==> config.mk <==
export PLATFORM = sky130hd
export DESIGN_NAME = exponent_limits_and_stride_flat
export DESIGN_NICKNAME = d
export VERILOG_FILES = /design/src/rtl/elas_pkg.sv /design/src/rtl/elas_if.sv /design/src/rtl/exponent_limits_and_stride.sv /design/src/rtl/elas_front.sv /design/src/rtl/elas_gcd.sv /design/src/rtl/elas_back.sv /design/src/flat_wrapper.sv
export SDC_FILE = /design/constraint.sdc
export NUM_CORES = 2
export LEC_CHECK = 0
export BUFFER_PORTS_ARGS = -buffer_cell sky130_fd_sc_hd__buf_4
export CAP_MARGIN = 20
export CORE_ASPECT_RATIO = 0.6
export CORE_MARGIN = 4
export CORE_UTILIZATION = 62
export CTS_CLUSTER_DIAMETER = 50
export DETAILED_ROUTE_END_ITERATION = 16
export PLACE_DENSITY = 0.79
export SYNTH_ARGS = -nofsm -noshare
export SYNTH_HDL_FRONTEND = slang
export SYNTH_SLANG_ARGS = --single-unit
==> constraint.sdc <==
create_clock -name clk -period 5.1 [get_ports clk]
set_input_delay 1.02 -clock clk [delete_from_list [all_inputs] [get_ports clk]]
set_output_delay 1.02 -clock clk [all_outputs]
set_load 0.01 [all_outputs]
==> src/rtl/elas_pkg.sv <==
// ----------------------------------------------------------------------------
// elas_pkg: shared types and constants for the exponent limits and stride block
// Lane counts, widths and the queue entry passed from front to back.
// ----------------------------------------------------------------------------
package elas_pkg;

	localparam int NVARS = 4;
	localparam int EXP_BITS = 16;
	localparam int LANE_STRIDE = 16;
	localparam int VAR_W = 2;
	localparam int CFG_W = 3;
	localparam int CNT_W = 16;
	localparam logic [CNT_W-1:0] CNT_MAX = 16'hFFFF;
	localparam int QDEPTH = 2;

	localparam logic MODE_LIMITS = 1'b0;
	localparam logic MODE_STRIDE = 1'b1;

	// classified term as it travels through the queue
	typedef struct packed {
		logic mode;
		logic sel;
		logic first;
		logic last;
		logic [NVARS*LANE_STRIDE-1:0] exps;
		logic [2:0] nvars;
	} term_t;

	typedef struct packed {
		logic kind;
		logic [VAR_W-1:0] var_index;
		logic [15:0] min_exp;
		logic [15:0] max_exp;
		logic [15:0] min_count;
		logic [15:0] max_count;
		logic [15:0] stride;
		logic final_res;
	} result_t;

endpackage

==> src/rtl/elas_if.sv <==
// ----------------------------------------------------------------------------
// term_if / result_if: valid/ready channels of the block
// Input terms and output results with source and sink modports.
// ----------------------------------------------------------------------------
interface term_if;
	logic valid;
	logic ready;
	logic mode;
	logic poly_sel;
	logic first;
	logic last;
	logic [63:0] exponents;
	modport source (output valid, mode, poly_sel, first, last, exponents, input ready);
	modport sink (input valid, mode, poly_sel, first, last, exponents, output ready);
endinterface

interface result_if;
	logic valid;
	logic ready;
	logic kind;
	logic [1:0] var_index;
	logic [15:0] min_exp;
	logic [15:0] max_exp;
	logic [15:0] min_count;
	logic [15:0] max_count;
	logic [15:0] stride;
	logic final_res;
	modport source (output valid, kind, var_index, min_exp, max_exp, min_count,
		max_count, stride, final_res, input ready);
	modport sink (input valid, kind, var_index, min_exp, max_exp, min_count,
		max_count, stride, final_res, output ready);
endinterface

==> src/rtl/exponent_limits_and_stride.sv <==
// ----------------------------------------------------------------------------
// exponent_limits_and_stride: exponent limits and gcd stride of two polynomials
// Top level joining the term queue front and the execution back.
// ----------------------------------------------------------------------------
// Usage:
//   term input channel (in) carries one polynomial term per transaction;
//   result channel (out) carries one result per variable in use.
//   write vars_in_use (cfg_we/cfg_wdata) only while idle; nothing checks it.
// Execution:
//   a limits term is applied as it is popped in idle; a stride term runs
//   the per-lane iterative binary gcd units (one step per cycle over 16-bit
//   values); a seeding term runs the gcd twice; a stride term after the pass
//   finished early runs no gcd. No new term is popped until the last one is
//   done. Results leave one per cycle while out.ready is high.
// Reset:
//   all limits, counts and strides clear to zero; vars_in_use returns to 4.
// Stall:
//   a stalled receiver holds the current result; the two-entry term queue
//   keeps taking terms until it is full, then in.ready drops.
// ----------------------------------------------------------------------------
module exponent_limits_and_stride (
	input  logic clk,
	input  logic arst_n,
	term_if.sink in,
	result_if.source out,
	input  logic cfg_we,
	input  logic [elas_pkg::CFG_W-1:0] cfg_wdata
);

	logic [elas_pkg::CFG_W-1:0] vars_q;
	logic q_valid, q_pop;
	elas_pkg::term_t q_head;

	// configuration register
	always_ff @(posedge clk or negedge arst_n) begin
		if (!arst_n) vars_q <= 3'd4;
		else if (cfg_we) vars_q <= cfg_wdata;
	end

	elas_front u_front (.clk(clk), .arst_n(arst_n), .in(in), .vars_in_use(vars_q),
		.q_valid(q_valid), .q_pop(q_pop), .q_head(q_head));

	elas_back u_back (.clk(clk), .arst_n(arst_n), .q_valid(q_valid), .q_pop(q_pop),
		.q_head(q_head), .out(out));

	// result holds while stalled
	a_hold: assert property (@(posedge clk) disable iff (!arst_n)
		out.valid && !out.ready |=> out.valid && $stable(out.var_index))
		else $error("result changed under stall");

	// never pop an empty queue
	a_pop: assert property (@(posedge clk) disable iff (!arst_n)
		q_pop |-> q_valid)
		else $error("pop from empty queue");

	// stride results carry no limits
	a_kind: assert property (@(posedge clk) disable iff (!arst_n)
		out.valid && out.kind |-> out.min_exp == 16'd0 && out.max_count == 16'd0)
		else $error("limits in stride result");

endmodule

==> src/rtl/elas_front.sv <==
// ----------------------------------------------------------------------------
// elas_front: accepts terms, clamps the variable count and queues them
// Two-entry queue lets the front keep taking terms while the back works.
// ----------------------------------------------------------------------------
module elas_front (
	input  logic clk,
	input  logic arst_n,
	term_if.sink in,
	input  logic [elas_pkg::CFG_W-1:0] vars_in_use,
	output logic q_valid,
	input  logic q_pop,
	output elas_pkg::term_t q_head
);

	elas_pkg::term_t mem_q [elas_pkg::QDEPTH];
	logic wp_q, rp_q;
	logic [1:0] cnt_q;
	logic push;
	logic [2:0] nv;
	elas_pkg::term_t t;

	// clamp register to 1..NVARS
	always_comb begin
		if (vars_in_use == 3'd0) nv = 3'd1;
		else if (vars_in_use > 3'(elas_pkg::NVARS)) nv = 3'(elas_pkg::NVARS);
		else nv = vars_in_use;
		t.mode = in.mode;
		t.sel = in.poly_sel;
		t.first = in.first;
		t.last = in.last;
		t.exps = in.exponents;
		t.nvars = nv;
	end

	assign in.ready = (cnt_q != 2'd2);
	assign push = in.valid && in.ready;
	assign q_valid = (cnt_q != 2'd0);
	assign q_head = mem_q[rp_q];

	// queue storage
	always_ff @(posedge clk) begin
		if (push) mem_q[wp_q] <= t;
	end

	// queue pointers
	always_ff @(posedge clk or negedge arst_n) begin
		if (!arst_n) begin
			wp_q <= 1'b0;
			rp_q <= 1'b0;
			cnt_q <= 2'd0;
		end else begin
			if (push) wp_q <= ~wp_q;
			if (q_pop) rp_q <= ~rp_q;
			cnt_q <= cnt_q + 2'(push) - 2'(q_pop);
		end
	end

endmodule

==> src/rtl/elas_gcd.sv <==
// ----------------------------------------------------------------------------
// elas_gcd: iterative binary gcd of two 16-bit values
// One subtract-and-shift step a cycle until one operand reaches zero.
// ----------------------------------------------------------------------------
module elas_gcd (
	input  logic clk,
	input  logic arst_n,
	input  logic start,
	input  logic [15:0] a,
	input  logic [15:0] b,
	output logic busy,
	output logic [15:0] res
);

	logic [15:0] x_q, y_q;
	logic [4:0] k_q;
	logic busy_q;

	assign busy = busy_q;

	// step engine: strip common twos, then subtract odd values
	always_ff @(posedge clk or negedge arst_n) begin
		if (!arst_n) begin
			busy_q <= 1'b0;
			x_q <= '0;
			y_q <= '0;
			k_q <= '0;
			res <= '0;
		end else if (start) begin
			x_q <= a;
			y_q <= b;
			k_q <= '0;
			busy_q <= 1'b1;
		end else if (busy_q) begin
			if (x_q == 16'd0) begin
				res <= y_q << k_q;
				busy_q <= 1'b0;
			end else if (y_q == 16'd0) begin
				res <= x_q << k_q;
				busy_q <= 1'b0;
			end else if (!x_q[0] && !y_q[0]) begin
				x_q <= x_q >> 1;
				y_q <= y_q >> 1;
				k_q <= k_q + 5'd1;
			end else if (!x_q[0]) begin
				x_q <= x_q >> 1;
			end else if (!y_q[0]) begin
				y_q <= y_q >> 1;
			end else if (x_q >= y_q) begin
				x_q <= (x_q - y_q) >> 1;
			end else begin
				y_q <= (y_q - x_q) >> 1;
			end
		end
	end

endmodule

==> src/rtl/elas_back.sv <==
// ----------------------------------------------------------------------------
// elas_back: executes queued terms and emits results
// Limits update as the term is popped; stride terms run lane gcd units in parallel.
// ----------------------------------------------------------------------------
module elas_back (
	input  logic clk,
	input  logic arst_n,
	input  logic q_valid,
	output logic q_pop,
	input  elas_pkg::term_t q_head,
	result_if.source out
);

	typedef enum logic [2:0] {S_IDLE, S_SEED, S_SEEDW, S_FOLD, S_FOLDW, S_EMIT}
		state_t;

	localparam int NV = elas_pkg::NVARS;

	state_t st_q;
	logic [15:0] amin_q [NV];
	logic [15:0] amax_q [NV];
	logic [15:0] bmin_q [NV];
	logic [15:0] bmax_q [NV];
	logic [15:0] minh_q [NV];
	logic [15:0] maxh_q [NV];
	logic [15:0] acc_q [NV];
	logic done_q;
	elas_pkg::term_t cur_q;
	logic [elas_pkg::VAR_W-1:0] idx_q;
	logic [2:0] n_q;
	logic kind_q;
	logic start;
	logic [15:0] ga [NV];
	logic [15:0] gb [NV];
	logic [15:0] gr [NV];
	logic [NV-1:0] gbusy;
	logic [15:0] xl [NV];
	logic [15:0] xm [NV];

	assign q_pop = (st_q == S_IDLE) && q_valid;

	// lane extraction and gcd operands
	always_comb begin
		for (int j = 0; j < NV; j++) begin
			xl[j] = cur_q.exps[j*elas_pkg::LANE_STRIDE +: elas_pkg::EXP_BITS];
			xm[j] = cur_q.sel ? bmin_q[j] : amin_q[j];
			if (st_q == S_SEED) begin
				ga[j] = amax_q[j] - amin_q[j];
				gb[j] = bmax_q[j] - bmin_q[j];
			end else begin
				ga[j] = acc_q[j];
				gb[j] = xl[j] - xm[j];
			end
		end
	end

	assign start = (st_q == S_SEED) || (st_q == S_FOLD);

	for (genvar g = 0; g < NV; g++) begin : g_lane
		elas_gcd u_gcd (.clk(clk), .arst_n(arst_n), .start(start),
			.a(ga[g]), .b(gb[g]), .busy(gbusy[g]), .res(gr[g]));
	end

	// result payload
	assign out.valid = (st_q == S_EMIT);
	assign out.kind = kind_q;
	assign out.var_index = idx_q;
	assign out.min_exp = kind_q ? 16'd0 : (cur_q.sel ? bmin_q[idx_q] : amin_q[idx_q]);
	assign out.max_exp = kind_q ? 16'd0 : (cur_q.sel ? bmax_q[idx_q] : amax_q[idx_q]);
	assign out.min_count = kind_q ? 16'd0 : minh_q[idx_q];
	assign out.max_count = kind_q ? 16'd0 : maxh_q[idx_q];
	assign out.stride = kind_q ? acc_q[idx_q] : 16'd0;
	assign out.final_res = ({1'b0, idx_q} == n_q - 3'd1);

	// sequencer and state
	always_ff @(posedge clk or negedge arst_n) begin
		if (!arst_n) begin
			st_q <= S_IDLE;
			done_q <= 1'b0;
			idx_q <= '0;
			n_q <= 3'd1;
			kind_q <= 1'b0;
			cur_q <= '0;
			for (int j = 0; j < NV; j++) begin
				amin_q[j] <= '0; amax_q[j] <= '0;
				bmin_q[j] <= '0; bmax_q[j] <= '0;
				minh_q[j] <= '0; maxh_q[j] <= '0;
				acc_q[j] <= '0;
			end
		end else begin
			unique case (st_q)
				S_IDLE: begin
					if (q_valid) begin
						cur_q <= q_head;
						n_q <= q_head.nvars;
						idx_q <= '0;
						kind_q <= q_head.mode;
						if (q_head.mode == elas_pkg::MODE_LIMITS) begin
							for (int j = 0; j < NV; j++) begin
								if (j < int'(q_head.nvars)) begin
									logic [15:0] x, mn, mx;
									x = q_head.exps[j*elas_pkg::LANE_STRIDE +:
										elas_pkg::EXP_BITS];
									mn = q_head.sel ? bmin_q[j] : amin_q[j];
									mx = q_head.sel ? bmax_q[j] : amax_q[j];
									if (q_head.first || x < mn) begin
										if (q_head.sel) bmin_q[j] <= x; else amin_q[j] <= x;
										minh_q[j] <= 16'd1;
									end else if (x == mn && minh_q[j] != elas_pkg::CNT_MAX)
										minh_q[j] <= minh_q[j] + 16'd1;
									if (q_head.first || x > mx) begin
										if (q_head.sel) bmax_q[j] <= x; else amax_q[j] <= x;
										maxh_q[j] <= 16'd1;
									end else if (x == mx && maxh_q[j] != elas_pkg::CNT_MAX)
										maxh_q[j] <= maxh_q[j] + 16'd1;
								end
							end
							if (q_head.last) st_q <= S_EMIT;
						end else if (!q_head.sel && q_head.first) begin
							st_q <= S_SEED;
						end else if (!done_q) begin
							st_q <= S_FOLD;
						end else if (q_head.sel && q_head.last) begin
							st_q <= S_EMIT;
						end
					end
				end
				S_SEED: st_q <= S_SEEDW;
				S_SEEDW: begin
					if (gbusy == '0) begin
						for (int j = 0; j < NV; j++)
							if (j < int'(n_q)) acc_q[j] <= gr[j];
						done_q <= 1'b0;
						st_q <= S_FOLD;
					end
				end
				S_FOLD: st_q <= S_FOLDW;
				S_FOLDW: begin
					if (gbusy == '0) begin
						for (int j = 0; j < NV; j++)
							if (j < int'(n_q)) acc_q[j] <= gr[j];
						begin
							logic [15:0] o;
							o = '0;
							for (int j = 0; j < NV; j++)
								if (j < int'(n_q)) o = o | gr[j];
							if (o < 16'd2) done_q <= 1'b1;
						end
						st_q <= (cur_q.sel && cur_q.last) ? S_EMIT : S_IDLE;
					end
				end
				S_EMIT: begin
					if (out.ready) begin
						if ({1'b0, idx_q} == n_q - 3'd1) st_q <= S_IDLE;
						else idx_q <= idx_q + 1'b1;
					end
				end
				default: st_q <= S_IDLE;
			endcase
		end
	end

endmodule
==> src/flat_wrapper.sv <==
// flat-port wrapper written by rule: the top's interface ports become plain ports
module exponent_limits_and_stride_flat 
  (clk, arst_n, cfg_we, cfg_wdata, in_valid, in_mode, in_poly_sel, in_first, in_last, in_exponents, in_ready, out_valid, out_kind, out_var_index, out_min_exp, out_max_exp, out_min_count, out_max_count, out_stride, out_final_res, out_ready);
  term_if in_i ();
  result_if out_i ();
  input  logic clk;
  input  logic arst_n;
  input  logic cfg_we;
  input  logic [elas_pkg::CFG_W-1:0] cfg_wdata;
  input wire logic [$bits(in_i.valid)-1:0] in_valid;
  input wire logic [$bits(in_i.mode)-1:0] in_mode;
  input wire logic [$bits(in_i.poly_sel)-1:0] in_poly_sel;
  input wire logic [$bits(in_i.first)-1:0] in_first;
  input wire logic [$bits(in_i.last)-1:0] in_last;
  input wire logic [$bits(in_i.exponents)-1:0] in_exponents;
  output wire logic [$bits(in_i.ready)-1:0] in_ready;
  output wire logic [$bits(out_i.valid)-1:0] out_valid;
  output wire logic [$bits(out_i.kind)-1:0] out_kind;
  output wire logic [$bits(out_i.var_index)-1:0] out_var_index;
  output wire logic [$bits(out_i.min_exp)-1:0] out_min_exp;
  output wire logic [$bits(out_i.max_exp)-1:0] out_max_exp;
  output wire logic [$bits(out_i.min_count)-1:0] out_min_count;
  output wire logic [$bits(out_i.max_count)-1:0] out_max_count;
  output wire logic [$bits(out_i.stride)-1:0] out_stride;
  output wire logic [$bits(out_i.final_res)-1:0] out_final_res;
  input wire logic [$bits(out_i.ready)-1:0] out_ready;
  assign in_i.valid = in_valid;
  assign in_i.mode = in_mode;
  assign in_i.poly_sel = in_poly_sel;
  assign in_i.first = in_first;
  assign in_i.last = in_last;
  assign in_i.exponents = in_exponents;
  assign in_ready = in_i.ready;
  assign out_valid = out_i.valid;
  assign out_kind = out_i.kind;
  assign out_var_index = out_i.var_index;
  assign out_min_exp = out_i.min_exp;
  assign out_max_exp = out_i.max_exp;
  assign out_min_count = out_i.min_count;
  assign out_max_count = out_i.max_count;
  assign out_stride = out_i.stride;
  assign out_final_res = out_i.final_res;
  assign out_i.ready = out_ready;
  exponent_limits_and_stride u_core (.clk(clk), .arst_n(arst_n), .in(in_i), .out(out_i), .cfg_we(cfg_we), .cfg_wdata(cfg_wdata));
endmodule
==> run summary <==
Status -> finished, final reports clean
Initial Util -> 62.6%
RSZ-0062 raised after global routing -> false
CTS tree -> built
Reg clk slew, reported paths -> 0.07 ns
Crit path max fanout -> 91
Final-report hold violation count -> 0
Synthesized area -> 64,400 um2
Maximum clock insertion buffer count -> 3
Port bufs -> 161
Die area -> 109,000 um2
Post-CTS Hold Buffers -> 0
Syn avg cell area -> 9.59 um2
Num rows -> 91
Final antenna-violating net count -> 0
Ys flop type -> dfrtp_1
Seq/Total Area, Yosys -> 35.6%
Synth top area share -> 28.9%
Final Net Count -> 7,308
Count leader, synth -> dfrtp_1
Total number of vias -> 58.6k
CP Capture Type -> flip-flop
Area Growth Syn to Fin -> 9.90%
Core area -> 103,000 um2
Tmin final -> 4.92 ns
Crit path DAT -> 5.56 ns
Compound-gate portion of the synthesized area -> 16.8%
CP Launch Type -> flip-flop
Io pins -> 162
Max Fclk -> 203 MHz
Post-Route WL -> 256,000 um
Initial antenna violation count -> 43
Max Cap Violations -> 0
Max Slew Vio Count -> 0
Largest family of logic cells by synthesized area -> compound AO/OA/AOI/OAI gates
DRC -> 0
Final setup viols -> 0
Adder-cell share of the synthesized area -> 9.45%
Ys async rst share -> 84.0%
HPWL Detailed -> 196,000 um
Area leader, netlist -> dfrtp_1
Skew-Pair Late Insertion Delay -> 0.74 ns
Syn Inst Count -> 6,716
Worst slew margin -> 21.0%
Register Area -> 23,000 um2
Vias in the first global route -> 53.4k
Clock Skews -> 0.0216 ns
Root buf cell -> clkbuf_16
CP Class -> reg2reg
Share of layout cells above drive strength 1 -> 14.8%
Die span in x -> 424 um
Placer Congestion -> 1.12
Slew at the pin closest to its max-slew limit -> 1.15 ns
Critical Path RT -> 5.74 ns
Number of distinct library cells after synthesis -> 106
Syn nets -> 7,266
Synth Area in Simple Gates -> 14.0%
Synth warnings -> 0
Most frequent cells after synthesis -> 745 x dfrtp_1, 594 x nor2_1, 454 x ha_1
Resize count post-CTS -> 0
Cts bufs inserted -> 98
Pre-antenna DRT Iters -> 10
Filler cells -> 7,892
Clock Sinks -> 889
Tcrit/Tclk final -> 96.5%
Setup Buffers After CTS -> 0
Total gr overflow -> 0
Die Height -> 258 um
Initial DRC count -> 9,118
Multi-input gate area -> 38,800 um2
Synth Area in XOR/XNOR -> 4.11%
H-tree levels -> 3
Placed cell areas -> 67,200 um2
First-pass GRT wire length -> 366,000 um
Min-delay worst type -> in2async
Largest net degree at the start of global routing -> 143
Synth top area cells -> dfrtp_1 29%, ha_1 8.8%, edfxtp_1 6.6%
GRT Total Usage -> 45.5%
Setup TNS -> 0 ns
Number of flops mapped to enable cells by yosys -> 142
Mux contribution to synthesized area -> 15.6%
Drt via density -> 7.08
Worst reg-to-reg setup slack -> 0.18 ns
Routed WL per cell -> 30.9 um
Post-route cell area -> 70,800 um2
Seq cells post-synth -> 889
## flip-flops by register name, indices dropped and copies added, names as in the netlist
name and count:
u_core.u_back.n_q 3, u_core.u_back.acc_q 64, u_core.u_front.rp_q 1, u_core.u_back.out.kind 1, u_core.u_back.bmin_q 64, u_core.u_back.st_q 3, u_core.vars_q 3, u_core.u_back.amax_q 64
u_core.u_back.g_lane.u_gcd.busy 4, u_core.u_back.out.var_index 2, u_core.u_back.amin_q 64, u_core.u_back.bmax_q 64, u_core.u_front.wp_q 1, u_core.u_front.mem_q 142, u_core.u_back.maxh_q 64, u_core.u_back.g_lane.u_gcd.y_q 64
u_core.u_back.cur_q 66, u_core.u_back.minh_q 64, u_core.u_front.cnt_q 2, u_core.u_back.g_lane.u_gcd.k_q 20, u_core.u_back.done_q 1, u_core.u_back.g_lane.u_gcd.x_q 64, u_core.u_back.g_lane.u_gcd.res 64
## layer usage
layer	share of wire, %	track usage (%)
met4	4.4	16.4
met5	0.031	0.395
met1	41	66.0
met2	38	58.9
met3	17	20.9
## area by class of cell
class | instances | share of cell area (%)
Tap cell | 1395 | 2.47
Timing Repair Buffer | 282 | 3.29
Multi-Input combinational cell | 5103 | 54.7
Clock inverter | 65 | 1.22
Sequential cell | 889 | 32.5
Antenna cell | 34 | 0.120
Inverter | 384 | 2.04
Clock buffer | 120 | 3.68
## cells by family after synthesis
| logic type | count (synthesis) |
|---|---|
| compound gates | 1649 |
| simple gates | 1870 |
| xor+xnor | 302 |
| buf+inv | 724 |
| fa+ha+maj | 475 |
| flops | 889 |
| mux | 807 |
## cell usage in the layout, fill, tap and decap left out, types with 122 or more instances in the layout
cell      instances
mux4_2          122
xnor2_1         159
edfxtp_1        142
buf_4           265
ha_1            454
xor2_1          143
nand3_1         133
o21ai_0         331
dfrtp_1         739
mux2_2          356
inv_1           379
a21oi_1         444
nand2_1         446
mux2i_1         325
nor2_1          589
## stage by stage
stage               worst slack (ns)  hold slack [ns]  util (%)  std cells
global placement               0.610            0.465      65.3       8050
detailed placement             0.555            0.483      65.3       8050
global route                   0.289            0.378      68.7       8241
floorplan                      0.518            0.446         -       6716
finish                         0.178            0.349      68.8       8272
CTS                            0.530            0.362      68.7       8235
## worst max-delay path, cell delays in order (launching register included)
cell      delay [ns]
dfrtp_4         0.57
mux2_8          0.68
buf_4           0.35
nor2_1          0.07
a21oi_1         0.20
ha_1            0.20
nand3_1         0.12
nor3_1          0.56
a21boi_0        0.87
o21ai_1         0.19
buf_4           0.21
nand3_2         0.08
buf_4           0.34
mux2i_1         0.25
## worst paths after layout
path / endpoint / cells past startpoint / from
worst max register to register: u_core.u_back.bmin_q[34] / 13 / u_core.u_front.rp_q
min in group clk: u_core.u_front.mem_q[1][41] / 1 / in_exponents[38]
worst min-delay path: u_core.u_back.g_lane[3].u_gcd.y_q[3] / 1 / arst_n
max in group asynchronous: u_core.u_back.bmax_q[58] / 2 / arst_n
worst min register to register: u_core.u_back.g_lane[2].u_gcd.res[0] / 1 / u_core.u_back.g_lane[2].u_gcd.res[0]
worst max-delay path: u_core.u_back.bmin_q[34] / 13 / u_core.u_front.rp_q
Power is left out: the tool's default activity adds up to more than one toggle a clock period on the data nets, which glitch-free logic cannot reach.
